**config.mk**
```make
export PLATFORM = sky130hd
export DESIGN_NAME = double_ended_queue
export DESIGN_NICKNAME = d
export VERILOG_FILES = /design/src/dq_pkg.sv /design/src/dq_ram.sv /design/src/double_ended_queue.sv
export SDC_FILE = /design/constraint.sdc
export NUM_CORES = 2
export LEC_CHECK = 0
export ABC_AREA = 1
export BUFFER_PORTS_ARGS = -buffer_cell sky130_fd_sc_hd__buf_4
export CAP_MARGIN = 5
export CELL_PAD_IN_SITES_DETAIL_PLACEMENT = 2
export CELL_PAD_IN_SITES_GLOBAL_PLACEMENT = 2
export CORE_ASPECT_RATIO = 0.9
export CORE_UTILIZATION = 39
export CTS_CLUSTER_DIAMETER = 120
export CTS_CLUSTER_SIZE = 25
export DETAILED_ROUTE_END_ITERATION = 7
export PLACE_DENSITY_LB_ADDON = 0.1
export SYNTH_ARGS = -nofsm -noshare
export SYNTH_HDL_FRONTEND = slang
export SYNTH_SLANG_ARGS = --single-unit
```
**constraint.sdc**
```tcl
create_clock -name clk -period 4.15 [get_ports clk]
set_input_delay 0.415 -clock clk [delete_from_list [all_inputs] [get_ports clk]]
set_output_delay 0.415 -clock clk [all_outputs]
set_load 0.02 [all_outputs]
```
**src/dq_pkg.sv**
```systemverilog
// double-ended queue package: operation and status codes, transfer structs
// no dependencies; imported by double_ended_queue
`default_nettype none

package dq_pkg;

	localparam int DATA_W = 32;
	localparam int CAP_W  = 7;
	localparam logic [CAP_W-1:0] CAP_RESET = 7'd64;

	typedef enum logic [2:0] {
		OP_PUSH_REAR  = 3'd0,
		OP_PUSH_FRONT = 3'd1,
		OP_POP_REAR   = 3'd2,
		OP_POP_FRONT  = 3'd3,
		OP_READ_ALL   = 3'd4
	} op_t;

	typedef enum logic [1:0] {
		ST_OK        = 2'd0,
		ST_OVERFLOW  = 2'd1,
		ST_UNDERFLOW = 2'd2
	} status_t;

	typedef struct packed {
		op_t                       operation;
		logic signed [DATA_W-1:0]  value;
	} req_t;

	typedef struct packed {
		status_t                   status;
		logic signed [DATA_W-1:0]  data;
		logic                      last;
	} rsp_t;

endpackage

`default_nettype wire

```
**src/dq_ram.sv**
```systemverilog
// generic single-clock ram: one write port, one read port, registered read data
// no dependencies; used by double_ended_queue for the word store
`default_nettype none

module dq_ram #(
	parameter int WIDTH = 32,
	parameter int DEPTH = 64
) (
	input  wire logic                     clk,
	input  wire logic                     we,
	input  wire logic [$clog2(DEPTH)-1:0] waddr,
	input  wire logic [WIDTH-1:0]         wdata,
	input  wire logic                     re,
	input  wire logic [$clog2(DEPTH)-1:0] raddr,
	output      logic [WIDTH-1:0]         rdata
);

	logic [WIDTH-1:0] mem_q [DEPTH];

	always_ff @(posedge clk) begin
		if (we) begin
			mem_q[waddr] <= wdata;
		end
		if (re) begin
			rdata <= mem_q[raddr];
		end
	end

endmodule

`default_nettype wire

```
**src/double_ended_queue.sv**
```systemverilog
// double-ended queue top level: circular buffer over one ram, pointer control
// depends on dq_pkg and dq_ram
//
//   channel   signals                      direction   carries
//   req       req_valid, req_stall, req    in          operation, value
//   rsp       rsp_valid, rsp_stall, rsp    out         status, data, last
//   cfg       cfg_valid, cfg_ready, cfg_data in        capacity
//
// push and pop: an idle step updates the pointers and accesses the ram, then an emit
//   step loads the output register, from the ram's registered read data on a pop
// read-out: one ram read per stored word, one emit step per word
// reset leaves the queue empty with capacity 64; the word store needs no clearing
// rsp_stall holds the output register and the emit step; req is taken only when idle
`default_nettype none

module double_ended_queue
	import dq_pkg::*;
#(
	parameter int DEPTH = 64
) (
	input  wire logic             clk,
	input  wire logic             arst_n,
	input  wire logic             req_valid,
	output      logic             req_stall,
	input  wire req_t             req,
	output      logic             rsp_valid,
	input  wire logic             rsp_stall,
	output      rsp_t             rsp,
	input  wire logic             cfg_valid,
	output      logic             cfg_ready,
	input  wire logic [CAP_W-1:0] cfg_data
);

	localparam int AW = $clog2(DEPTH);
	localparam int CW = $clog2(DEPTH + 1);

	typedef enum logic {
		S_IDLE,
		S_EMIT
	} state_t;

	state_t            state_q;
	logic [AW-1:0]     head_q;
	logic [CW-1:0]     count_q;
	logic [CAP_W-1:0]  cap_q;
	logic [AW-1:0]     rd_ptr_q;
	logic [CW-1:0]     idx_q;
	status_t           pend_status_q;
	logic              pend_ram_q;
	logic              multi_q;
	rsp_t              rsp_q;
	logic              rsp_valid_q;

	logic              accept;
	logic              out_free;
	logic              full;
	logic              empty;
	logic              dump_last;
	logic [CAP_W-1:0]  eff_cap;
	logic [AW-1:0]     slot_tail;
	logic [AW-1:0]     slot_last;
	logic [AW-1:0]     head_dec;
	logic [AW-1:0]     head_inc;
	logic [AW-1:0]     rd_ptr_inc;
	logic              ram_we;
	logic [AW-1:0]     ram_waddr;
	logic              ram_re;
	logic [AW-1:0]     ram_raddr;
	logic [DATA_W-1:0] ram_rdata;

	function automatic logic [AW-1:0] wrap_add(input logic [AW-1:0] base,
	                                           input logic [CW-1:0] offs);
		logic [AW:0] sum;
		sum = {1'b0, base} + (AW+1)'(offs);
		if (sum >= (AW+1)'(DEPTH)) begin
			sum = sum - (AW+1)'(DEPTH);
		end
		return sum[AW-1:0];
	endfunction

	function automatic logic [AW-1:0] wrap_inc(input logic [AW-1:0] p);
		return (p == AW'(DEPTH - 1)) ? '0 : p + AW'(1);
	endfunction

	assign accept    = req_valid && (state_q == S_IDLE);
	assign req_stall = (state_q != S_IDLE);
	assign out_free  = !rsp_valid_q || !rsp_stall;
	assign cfg_ready = 1'b1;
	assign rsp_valid = rsp_valid_q;
	assign rsp       = rsp_q;

	assign eff_cap    = (cap_q > CAP_W'(DEPTH)) ? CAP_W'(DEPTH) : cap_q;
	assign full       = (CAP_W'(count_q) >= eff_cap);
	assign empty      = (count_q == '0);
	assign dump_last  = ((idx_q + CW'(1)) == count_q);
	assign slot_tail  = wrap_add(head_q, count_q);
	assign slot_last  = wrap_add(head_q, count_q - CW'(1));
	assign head_dec   = (head_q == '0) ? AW'(DEPTH - 1) : head_q - AW'(1);
	assign head_inc   = wrap_inc(head_q);
	assign rd_ptr_inc = wrap_inc(rd_ptr_q);

	always_comb begin
		ram_we    = 1'b0;
		ram_waddr = slot_tail;
		ram_re    = 1'b0;
		ram_raddr = head_q;
		if (accept) begin
			case (req.operation)
				OP_PUSH_REAR: begin
					ram_we = !full;
				end
				OP_PUSH_FRONT: begin
					ram_we    = !full;
					ram_waddr = head_dec;
				end
				OP_POP_REAR: begin
					ram_re    = !empty;
					ram_raddr = slot_last;
				end
				OP_POP_FRONT, OP_READ_ALL: begin
					ram_re = !empty;
				end
				default: begin
					ram_we = 1'b0;
				end
			endcase
		end else if (state_q == S_EMIT && out_free && multi_q && !dump_last) begin
			ram_re    = 1'b1;
			ram_raddr = rd_ptr_inc;
		end
	end

	dq_ram #(
		.WIDTH(DATA_W),
		.DEPTH(DEPTH)
	) u_store (
		.clk  (clk),
		.we   (ram_we),
		.waddr(ram_waddr),
		.wdata(req.value),
		.re   (ram_re),
		.raddr(ram_raddr),
		.rdata(ram_rdata)
	);

	always_ff @(posedge clk or negedge arst_n) begin
		if (!arst_n) begin
			state_q       <= S_IDLE;
			head_q        <= '0;
			count_q       <= '0;
			cap_q         <= CAP_RESET;
			rd_ptr_q      <= '0;
			idx_q         <= '0;
			pend_status_q <= ST_OK;
			pend_ram_q    <= 1'b0;
			multi_q       <= 1'b0;
			rsp_q         <= '0;
			rsp_valid_q   <= 1'b0;
		end else begin
			if (cfg_valid && cfg_ready) begin
				cap_q <= cfg_data;
			end
			if (rsp_valid_q && !rsp_stall) begin
				rsp_valid_q <= 1'b0;
			end
			case (state_q)
				S_IDLE: begin
					if (accept) begin
						state_q       <= S_EMIT;
						pend_status_q <= ST_OK;
						pend_ram_q    <= 1'b0;
						multi_q       <= 1'b0;
						case (req.operation)
							OP_PUSH_REAR: begin
								if (full) begin
									pend_status_q <= ST_OVERFLOW;
								end else begin
									count_q <= count_q + CW'(1);
								end
							end
							OP_PUSH_FRONT: begin
								if (full) begin
									pend_status_q <= ST_OVERFLOW;
								end else begin
									head_q  <= head_dec;
									count_q <= count_q + CW'(1);
								end
							end
							OP_POP_REAR: begin
								if (empty) begin
									pend_status_q <= ST_UNDERFLOW;
								end else begin
									count_q    <= count_q - CW'(1);
									pend_ram_q <= 1'b1;
								end
							end
							OP_POP_FRONT: begin
								if (empty) begin
									pend_status_q <= ST_UNDERFLOW;
								end else begin
									head_q     <= head_inc;
									count_q    <= count_q - CW'(1);
									pend_ram_q <= 1'b1;
								end
							end
							OP_READ_ALL: begin
								if (empty) begin
									pend_status_q <= ST_UNDERFLOW;
								end else begin
									pend_ram_q <= 1'b1;
									multi_q    <= 1'b1;
									idx_q      <= '0;
									rd_ptr_q   <= head_q;
								end
							end
							default: begin
								state_q <= S_IDLE;
							end
						endcase
					end
				end
				S_EMIT: begin
					if (out_free) begin
						rsp_valid_q   <= 1'b1;
						rsp_q.status  <= pend_status_q;
						rsp_q.data    <= pend_ram_q ? ram_rdata : '0;
						rsp_q.last    <= !multi_q || dump_last;
						if (multi_q && !dump_last) begin
							idx_q    <= idx_q + CW'(1);
							rd_ptr_q <= rd_ptr_inc;
						end else begin
							state_q <= S_IDLE;
						end
					end
				end
				default: begin
					state_q <= S_IDLE;
				end
			endcase
		end
	end

	a_count_bound: assert property (@(posedge clk) disable iff (!arst_n)
		count_q <= CW'(DEPTH))
		else $error("word count above depth");

	a_push_grows: assert property (@(posedge clk) disable iff (!arst_n)
		(accept && !full &&
		 (req.operation == OP_PUSH_REAR || req.operation == OP_PUSH_FRONT))
		|=> count_q == $past(count_q) + CW'(1))
		else $error("successful push did not grow the queue");

	a_dump_in_window: assert property (@(posedge clk) disable iff (!arst_n)
		(state_q == S_EMIT && multi_q) |-> idx_q < count_q)
		else $error("read-out index left the live window");

	a_fail_result: assert property (@(posedge clk) disable iff (!arst_n)
		(rsp_valid_q && rsp_q.status != ST_OK) |-> (rsp_q.data == '0 && rsp_q.last))
		else $error("failed operation result not zero and final");

endmodule

`default_nettype wire

```
# Word level (Yosys, flattened, before mapping)
# Memories as Yosys holds them, arrays and structs flattened. A register that Yosys moved wholly into a read port is not among the register bits.
# Index checks and enable logic that the tools add are counted.
[word_totals]
register_bits = 74
mem_bits_rw = 2048
in_bits = 47
out_inout_bits = 38
wordCells = 124
n_memories = 1
[op_classes]
n_addsub = 10
magnitude_cmp = 4
eq_ne = 16
n_mux = 51
n_bitwise = 1
n_reduce_logical = 28
[mem_list]
columns = ["memory", "words", "word_bits", "read_ports", "rd_clocked_by_memory_dff", "write_ports", "line", "rtl"]
rows = [
  ["u_store.mem_q", 64, 32, 1, 1, 1, "dq_ram.sv:18", "logic [WIDTH-1:0] mem_q [DEPTH];"],
]
[ops]
columns = ["cell", "count"]
rows = [
  ["two-way mux 6 bit", 17],
  ["two-way mux 7 bit", 8],
  ["two-way mux 32 bit", 1],
  ["one-hot mux 7 bit (2 select lines)", 2],
  ["one-hot mux 6 bit (2 select lines)", 2],
  ["two-way mux 1 bit", 18],
  ["subtractor 6 x 1 -> 6 bit (second input constant)", 3],
  ["AND reduction 5 bit", 3],
  ["adder 6 x 7 -> 7 bit", 2],
  ["adder 7 x 1 -> 7 bit (second input constant)", 2],
  ["greater-or-equal comparator 7 bit (second input constant)", 2],
  ["adder 6 x 1 -> 6 bit (second input constant)", 2],
  ["== test 6 bit (second input constant)", 2],
  ["inequality test 2 bit (second input constant)", 6],
  ["== test 7 bit", 1],
  ["greater-or-equal comparator 7 bit", 1],
  ["greater-than comparator 7 bit (second input constant)", 1],
  ["zero test 7 bit", 1],
  ["subtractor 7 x 1 -> 7 bit (second input constant)", 1],
  ["== test 3 x 2 -> 1 bit (second input constant)", 2],
  ["logical AND 1 bit", 6],
  ["zero test 1 bit", 6],
  ["zero test 6 bit", 1],
  ["inequality test 2 x 1 -> 1 bit (second input constant)", 3],
  ["other kinds (13)", 17],
]

# Logic depth before layout (Yosys ltp)
[depth]
ltp_word = 8
mapped_depth = 24
depth_no_buf = 22

# Hierarchy
# Synthesis repeated with hierarchy kept, for this count alone.
[hier_totals]
hier_cells = 7398
area_unflattened_um2 = 87720.4
[modules_own_cells]
columns = ["mod", "n_inst", "cells_per_inst", "area_each_um2", "seq_area_each_um2"]
rows = [
  ["dq_ram", 1, 6769, 83058.4, 62459.9],
  ["double_ended_queue", 1, 629, 4662.0, 1853.0],
]

# Worst setup path after synthesis
# No wires, ideal clock.
[synth_path]
path_kind = "reg2reg"
start = "register cap_q[3]"
end = "memory u_store.mem_q[17][0] (enable)"
setup_time_ns = 0.421
t_arrival_ns = 3.870
required_ns = 3.729
path_slack_ns = -0.141
stages_incl_launch_ff = 16
n_path_buf = 0
period_less_slack_ns = 4.291
path_cell_list = "dfrtp_1 nor4_1 nand3_1 nand2_1 nand2_1 ha_1 a21boi_0 o21a_1 o21ai_0 nand2_1 a21oi_1 o21ai_0 or2_2 nor2_1 nand2_1 nor2_1"
[synth_via]
elab_chain_len = 8
[synth_lines]
columns = ["item", "line", "rtl"]
rows = [
  ["start: declaration", "double_ended_queue.sv:45", "logic [CAP_W-1:0] cap_q;"],
  ["start signal: assignment", "double_ended_queue.sv:161", "cap_q <= cfg_data;"],
  ["greater-than comparator 7 bit", "double_ended_queue.sv:92", "assign eff_cap = (cap_q > CAP_W'(DEPTH)) ? CAP_W'(DEPTH) : cap_q;"],
  ["two-way mux 7 bit (*)", "double_ended_queue.sv:92", ""],
  ["greater-or-equal comparator 7 bit (*)", "double_ended_queue.sv:93", "assign full = (CAP_W'(count_q) >= eff_cap);"],
  ["zero test 1 bit (*)", "double_ended_queue.sv:110, double_ended_queue.sv:113", ""],
  ["two-way mux 1 bit (*)", "n/a", ""],
  ["two-way mux 1 bit (*)", "double_ended_queue.sv:107", "if (accept) begin"],
  ["two-way mux 1 bit (*)", "dq_ram.sv:21", "if (we) begin"],
  ["two-way mux 1 bit (not written as such) (*)", "dq_ram.sv:22", "mem_q[waddr] <= wdata;"],
  ["end: declaration", "dq_ram.sv:18", ""],
]
# Mark *: on every way between the ends. The rest lies on a longest branch, timed or not.

# Final worst setup path
[layout_path]
start = "register idx_q[1]"
end = "register u_store.rdata[18] (read register of u_store.mem_q) (data pin)"
[layout_via]
elab_chain_len = 6
elab_cells_between_ends = 8
cone_classes = "add/sub: 1; eq/ne: 1; mux: 4; reduce/logical: 2"
[layout_lines]
columns = ["item", "line", "rtl"]
rows = [
  ["start: declaration", "double_ended_queue.sv:47", "logic [CW-1:0] idx_q;"],
  ["start signal: assignment", "double_ended_queue.sv:229", "idx_q <= idx_q + CW'(1);"],
  ["adder 7 x 1 -> 7 bit (*)", "double_ended_queue.sv:95", "assign dump_last = ((idx_q + CW'(1)) == count_q);"],
  ["== test 7 bit (*)", "double_ended_queue.sv:95", ""],
  ["zero test 1 bit (*)", "double_ended_queue.sv:127", "end else if (state_q == S_EMIT && out_free && multi_q && !dump_last) begin"],
  ["logical AND 1 bit (*)", "double_ended_queue.sv:127", ""],
  ["two-way mux 6 bit or two-way mux 1 bit (tied branches)", "double_ended_queue.sv:127", ""],
  ["two-way mux 6 bit or two-way mux 1 bit (tied branches)", "double_ended_queue.sv:107", ""],
  ["end: declaration", "dq_ram.sv:15", "output logic [WIDTH-1:0] rdata"],
]
# Marks and branches as above.
# A chain may end at the register's enable or synchronous reset.

==> out/qor.yml <==
status: "finished clean"
drtIter0Drc: 5595
setup_violations: 0
num_rows: 171
vias: 68240
dieArea_um2: 246400
fin_crit_sh_pct: 97.82
drc: 0
finalWirelength_um: 348400
async_flop_share_pct: 3.435
yosysWarnings: 0
cts_max_path_buffers: 3
hold_path_class: "input pin to flop"
cts_buffers: 96
post-place-ws_ps: -301.9
yosys-top-cells-area: "edfxtp_1 (66%), nand3_1 (12%), nand3b_1 (6.0%)"
die_width_um: 523.1
timing_worst_setup_path_type: "flop to flop"
ys_ff_latch: 2154
tritoncts: "done"
synth_top_area_share_pct: 65.53
finalWorstSetupSlack_ps: 90.37
synth_common_cells: "nand3_1 (2245), edfxtp_1 (2080), nand2_1 (1393)"
grt_pass1_wl_um: 509200
max-vdd-ir-drop_mv: 0.5946
maxSlewViolCount: 0
dp_hpwl_um: 218400
hold_viol: 0
cts.sinks: 2154
cp_top_family: "simple AND/OR/NAND/NOR gates"
core_um2: 242200
max_freq_mhz: 246.3
crit_slowest_cell: "dfrtp_2"
yosysUniqueCellTypes: 43
root_buffer: "clkbuf_16"
syn_avg_cell_area_um2: 11.06
grt_pass1_vias: 73310
period_minus_slack_ps: 4060
clkTransAtPathRegs_ps: 110
first_pass_iters: 7
syn-num-nets: 8696
gr-total-overflow: 0
via_per_inst: 5.701
wire_per_inst_um: 29.11
placedCellCount: 11810
yosysSeqAreaShare_pct: 67.47
multi_input_area_um2: 24480
worst_pin_slew_ps: 1194
detail-route-antenna-nets: 0
htree_levels: 3
max_slew_margin_pct: 20.40
synthCells: 8622
startpoint_type: "flop"
grt.total_usage_pct: 28.05
fp.dieH_um: 471.0
crit_path_end_kind: "flop"
final_nets: 8812
layout-drive-gt1-share_pct: 9.062
seq_area_um2: 64310
fill_cells: 24580
numPortBuffers: 83
cp_slowest_stage_delay_ps: 420
layoutNonFillerInstCount: 11970
synth_edf_count: 2080
rsz0062_at_grt: "yes"
cp.required_ps: 4790
crit_path_max_fanout: 28
cap_violations: 0
place.gp.congestion: 0.8071
worstSkewPairLatency_ps: 820
yosysMostFrequentCell: "nand3_1"
skew_ps: 23.60
areaGrowthSynthToFinish_pct: 12.63
syn_area_um2: 95320
yosysTopAreaCell: "edfxtp_1"
io_pins: 85
arrival_ps: 4700
antenna_found_initial: 16
worstPathBufferInverterCount: 5
synth_flop_cell: "edfxtp_1"
p_leak_nw: 41.17
worstPathCellList: "ha_1 -> nand2_2 -> nor2_2 -> nand2_1 -> nand2_1 -> nand2_1 -> nand2_1 -> nand2_1 -> inv_2 -> nand3_2 -> nand2_2 -> nand2_1 -> nand3_1 -> nand2_8 -> inv_8 -> buf_12 -> buf_12 -> buf_4 -> nand3_1 -> nand3_1 -> nand3_1 -> nand3_1 -> nand3_2 -> nand2_1"
power.density_nw_per_um2: 661.1
crit_path_frequent_cell: "nand2_1"
initial_utilization_pct: 39.36
grt_max_degree: 102
## layer usage
layer / track usage, % / part of all wire [%] / wire length, um / up-vias
met4: 6.214 / 2.2 / 7733 / 2
li1: - / - / - / 29710
met5: 0 / 0.0049 / 17 / -
met3: 2.402 / 3.9 / 13440 / 329
met2: 47.66 / 49 / 170200 / 1506
met1: 38.94 / 45 / 157000 / 36690
## worst reg2reg max path, cell delays in order, from the launching register on
cell	delay, ps
dfrtp_2	420
ha_1	200
nand2_2	90
nor2_2	180
nand2_1	90
nand2_1	90
nand2_1	80
nand2_1	60
nand2_1	60
inv_2	50
nand3_2	150
nand2_2	140
nand2_1	60
nand3_1	160
nand2_8	140
inv_8	180
buf_12	180
buf_12	250
buf_4	340
nand3_1	120
nand3_1	120
nand3_1	180
nand3_1	160
nand3_2	190
nand2_1	220
## layout make-up
| cell class | instances | area share [%] |
|---|---|---|
| sequential | 2154 | 59.91 |
| timing repair buffer | 594 | 6.743 |
| clock buffer | 118 | 2.443 |
| tap | 3200 | 3.729 |
| antenna | 8 | 0.01865 |
| multi-input combinational | 4672 | 22.81 |
| clock inverter | 4 | 0.06177 |
| inverter | 1220 | 4.291 |
## state kept, by name, summed over array words and instances (netlist names)
signal         cells
cap_q              7
count_q            7
head_q             6
idx_q              7
multi_q            1
pend_ram_q         1
pend_status_q      2
rd_ptr_q           6
req_stall          1
rsp               35
rsp_valid          1
u_store.mem_q   2048
u_store.rdata     32
## path summary, 6_finish.rpt
path / startpoint / endpoint / slack, ps / depth (start not counted)
worst max register to register: idx_q[1] / u_store.rdata[18] / 90 / 24
worst max-delay path: idx_q[1] / u_store.rdata[18] / 90 / 24
max in group asynchronous: arst_n / idx_q[1] / 2930 / 3
min in group asynchronous: arst_n / rsp[30] / 290 / 2
worst min register to register: rsp[33] / rsp[33] / 490 / 2
worst min-delay path: req_valid / pend_status_q[1] / 90 / 5
## what timing repair did
action | in CTS | in global routing
resized for setup | 6 | 27
hold buffers | 22 | 0
setup buffers | 0 | 9
pin swaps | 0 | 5
hold endpoints to repair | 84 | 0
endpoints found under the setup margin | 4 | 2067
gates cloned | 0 | 4
## per-stage QoR
stage | setup TNS [ps] | power, mW | util (%) | area (um2) | hold slack [ps]
floorplan | -288030 | 42.82 | - | 95320 | 119.4
global placement | -154.4 | 58.38 | 42.99 | 104100 | 462.4
detailed placement | -400.2 | 59.33 | 42.99 | 104100 | 475.2
CTS | 0 | 70.96 | 44.20 | 107100 | 46.75
global route | -8234 | 74.23 | 44.32 | 107300 | 92.91
finish | 0 | 70.97 | 44.33 | 107400 | 90.34
## layout by cell type, fill, tap and decap left out, drive strengths merged
cell and n:
or2 3, a21oi 16, a22oi 1, diode 8, dlygate4sd3 22, clkinv 5, conb 1, nand2 1397
inv 1217, nand3 2247, o21bai 1, nand4 4, and2 1, a21boi 1, a31oi 6, buf 569
fa 2, clkinvlp 1, o21a 1, a211oi 1, mux2 4, xnor2 6, o211ai 11, clkbuf 121
bufinv 1, edfxtp 2080, xor2 17, o221ai 1, nor3 4, o22ai 5, ha 25, nor2 111
o21ai 45, dfstp 1, nor4 2, nand3b 759, dfrtp 73
## power by group
part	leakage, nW	switching, mW	internal, mW
combinational	20.2	24.2	10.4
sequential	19.6	0.482	24.3
clock	1.31	7.07	4.55
total	41.2	31.7	39.2
## cell families (layout without fill, tap and decap cells)
group / after synthesis / count (layout) / synth area share [%]
buffers and inverters: 1796 / 1936 / 7.524
adders and majority gates: 27 / 27 / 0.3702
other: 1 / 9 / 0.003934
and+or+nand+nor: 4528 / 4528 / 23.84
AOI/OAI and AO/OA: 89 / 89 / 0.5316
muxes: 4 / 4 / 0.04725
xor gates and xnor gates: 23 / 23 / 0.2113
DFF: 2154 / 2154 / 67.47
Power figures use the tool's default switching activity.
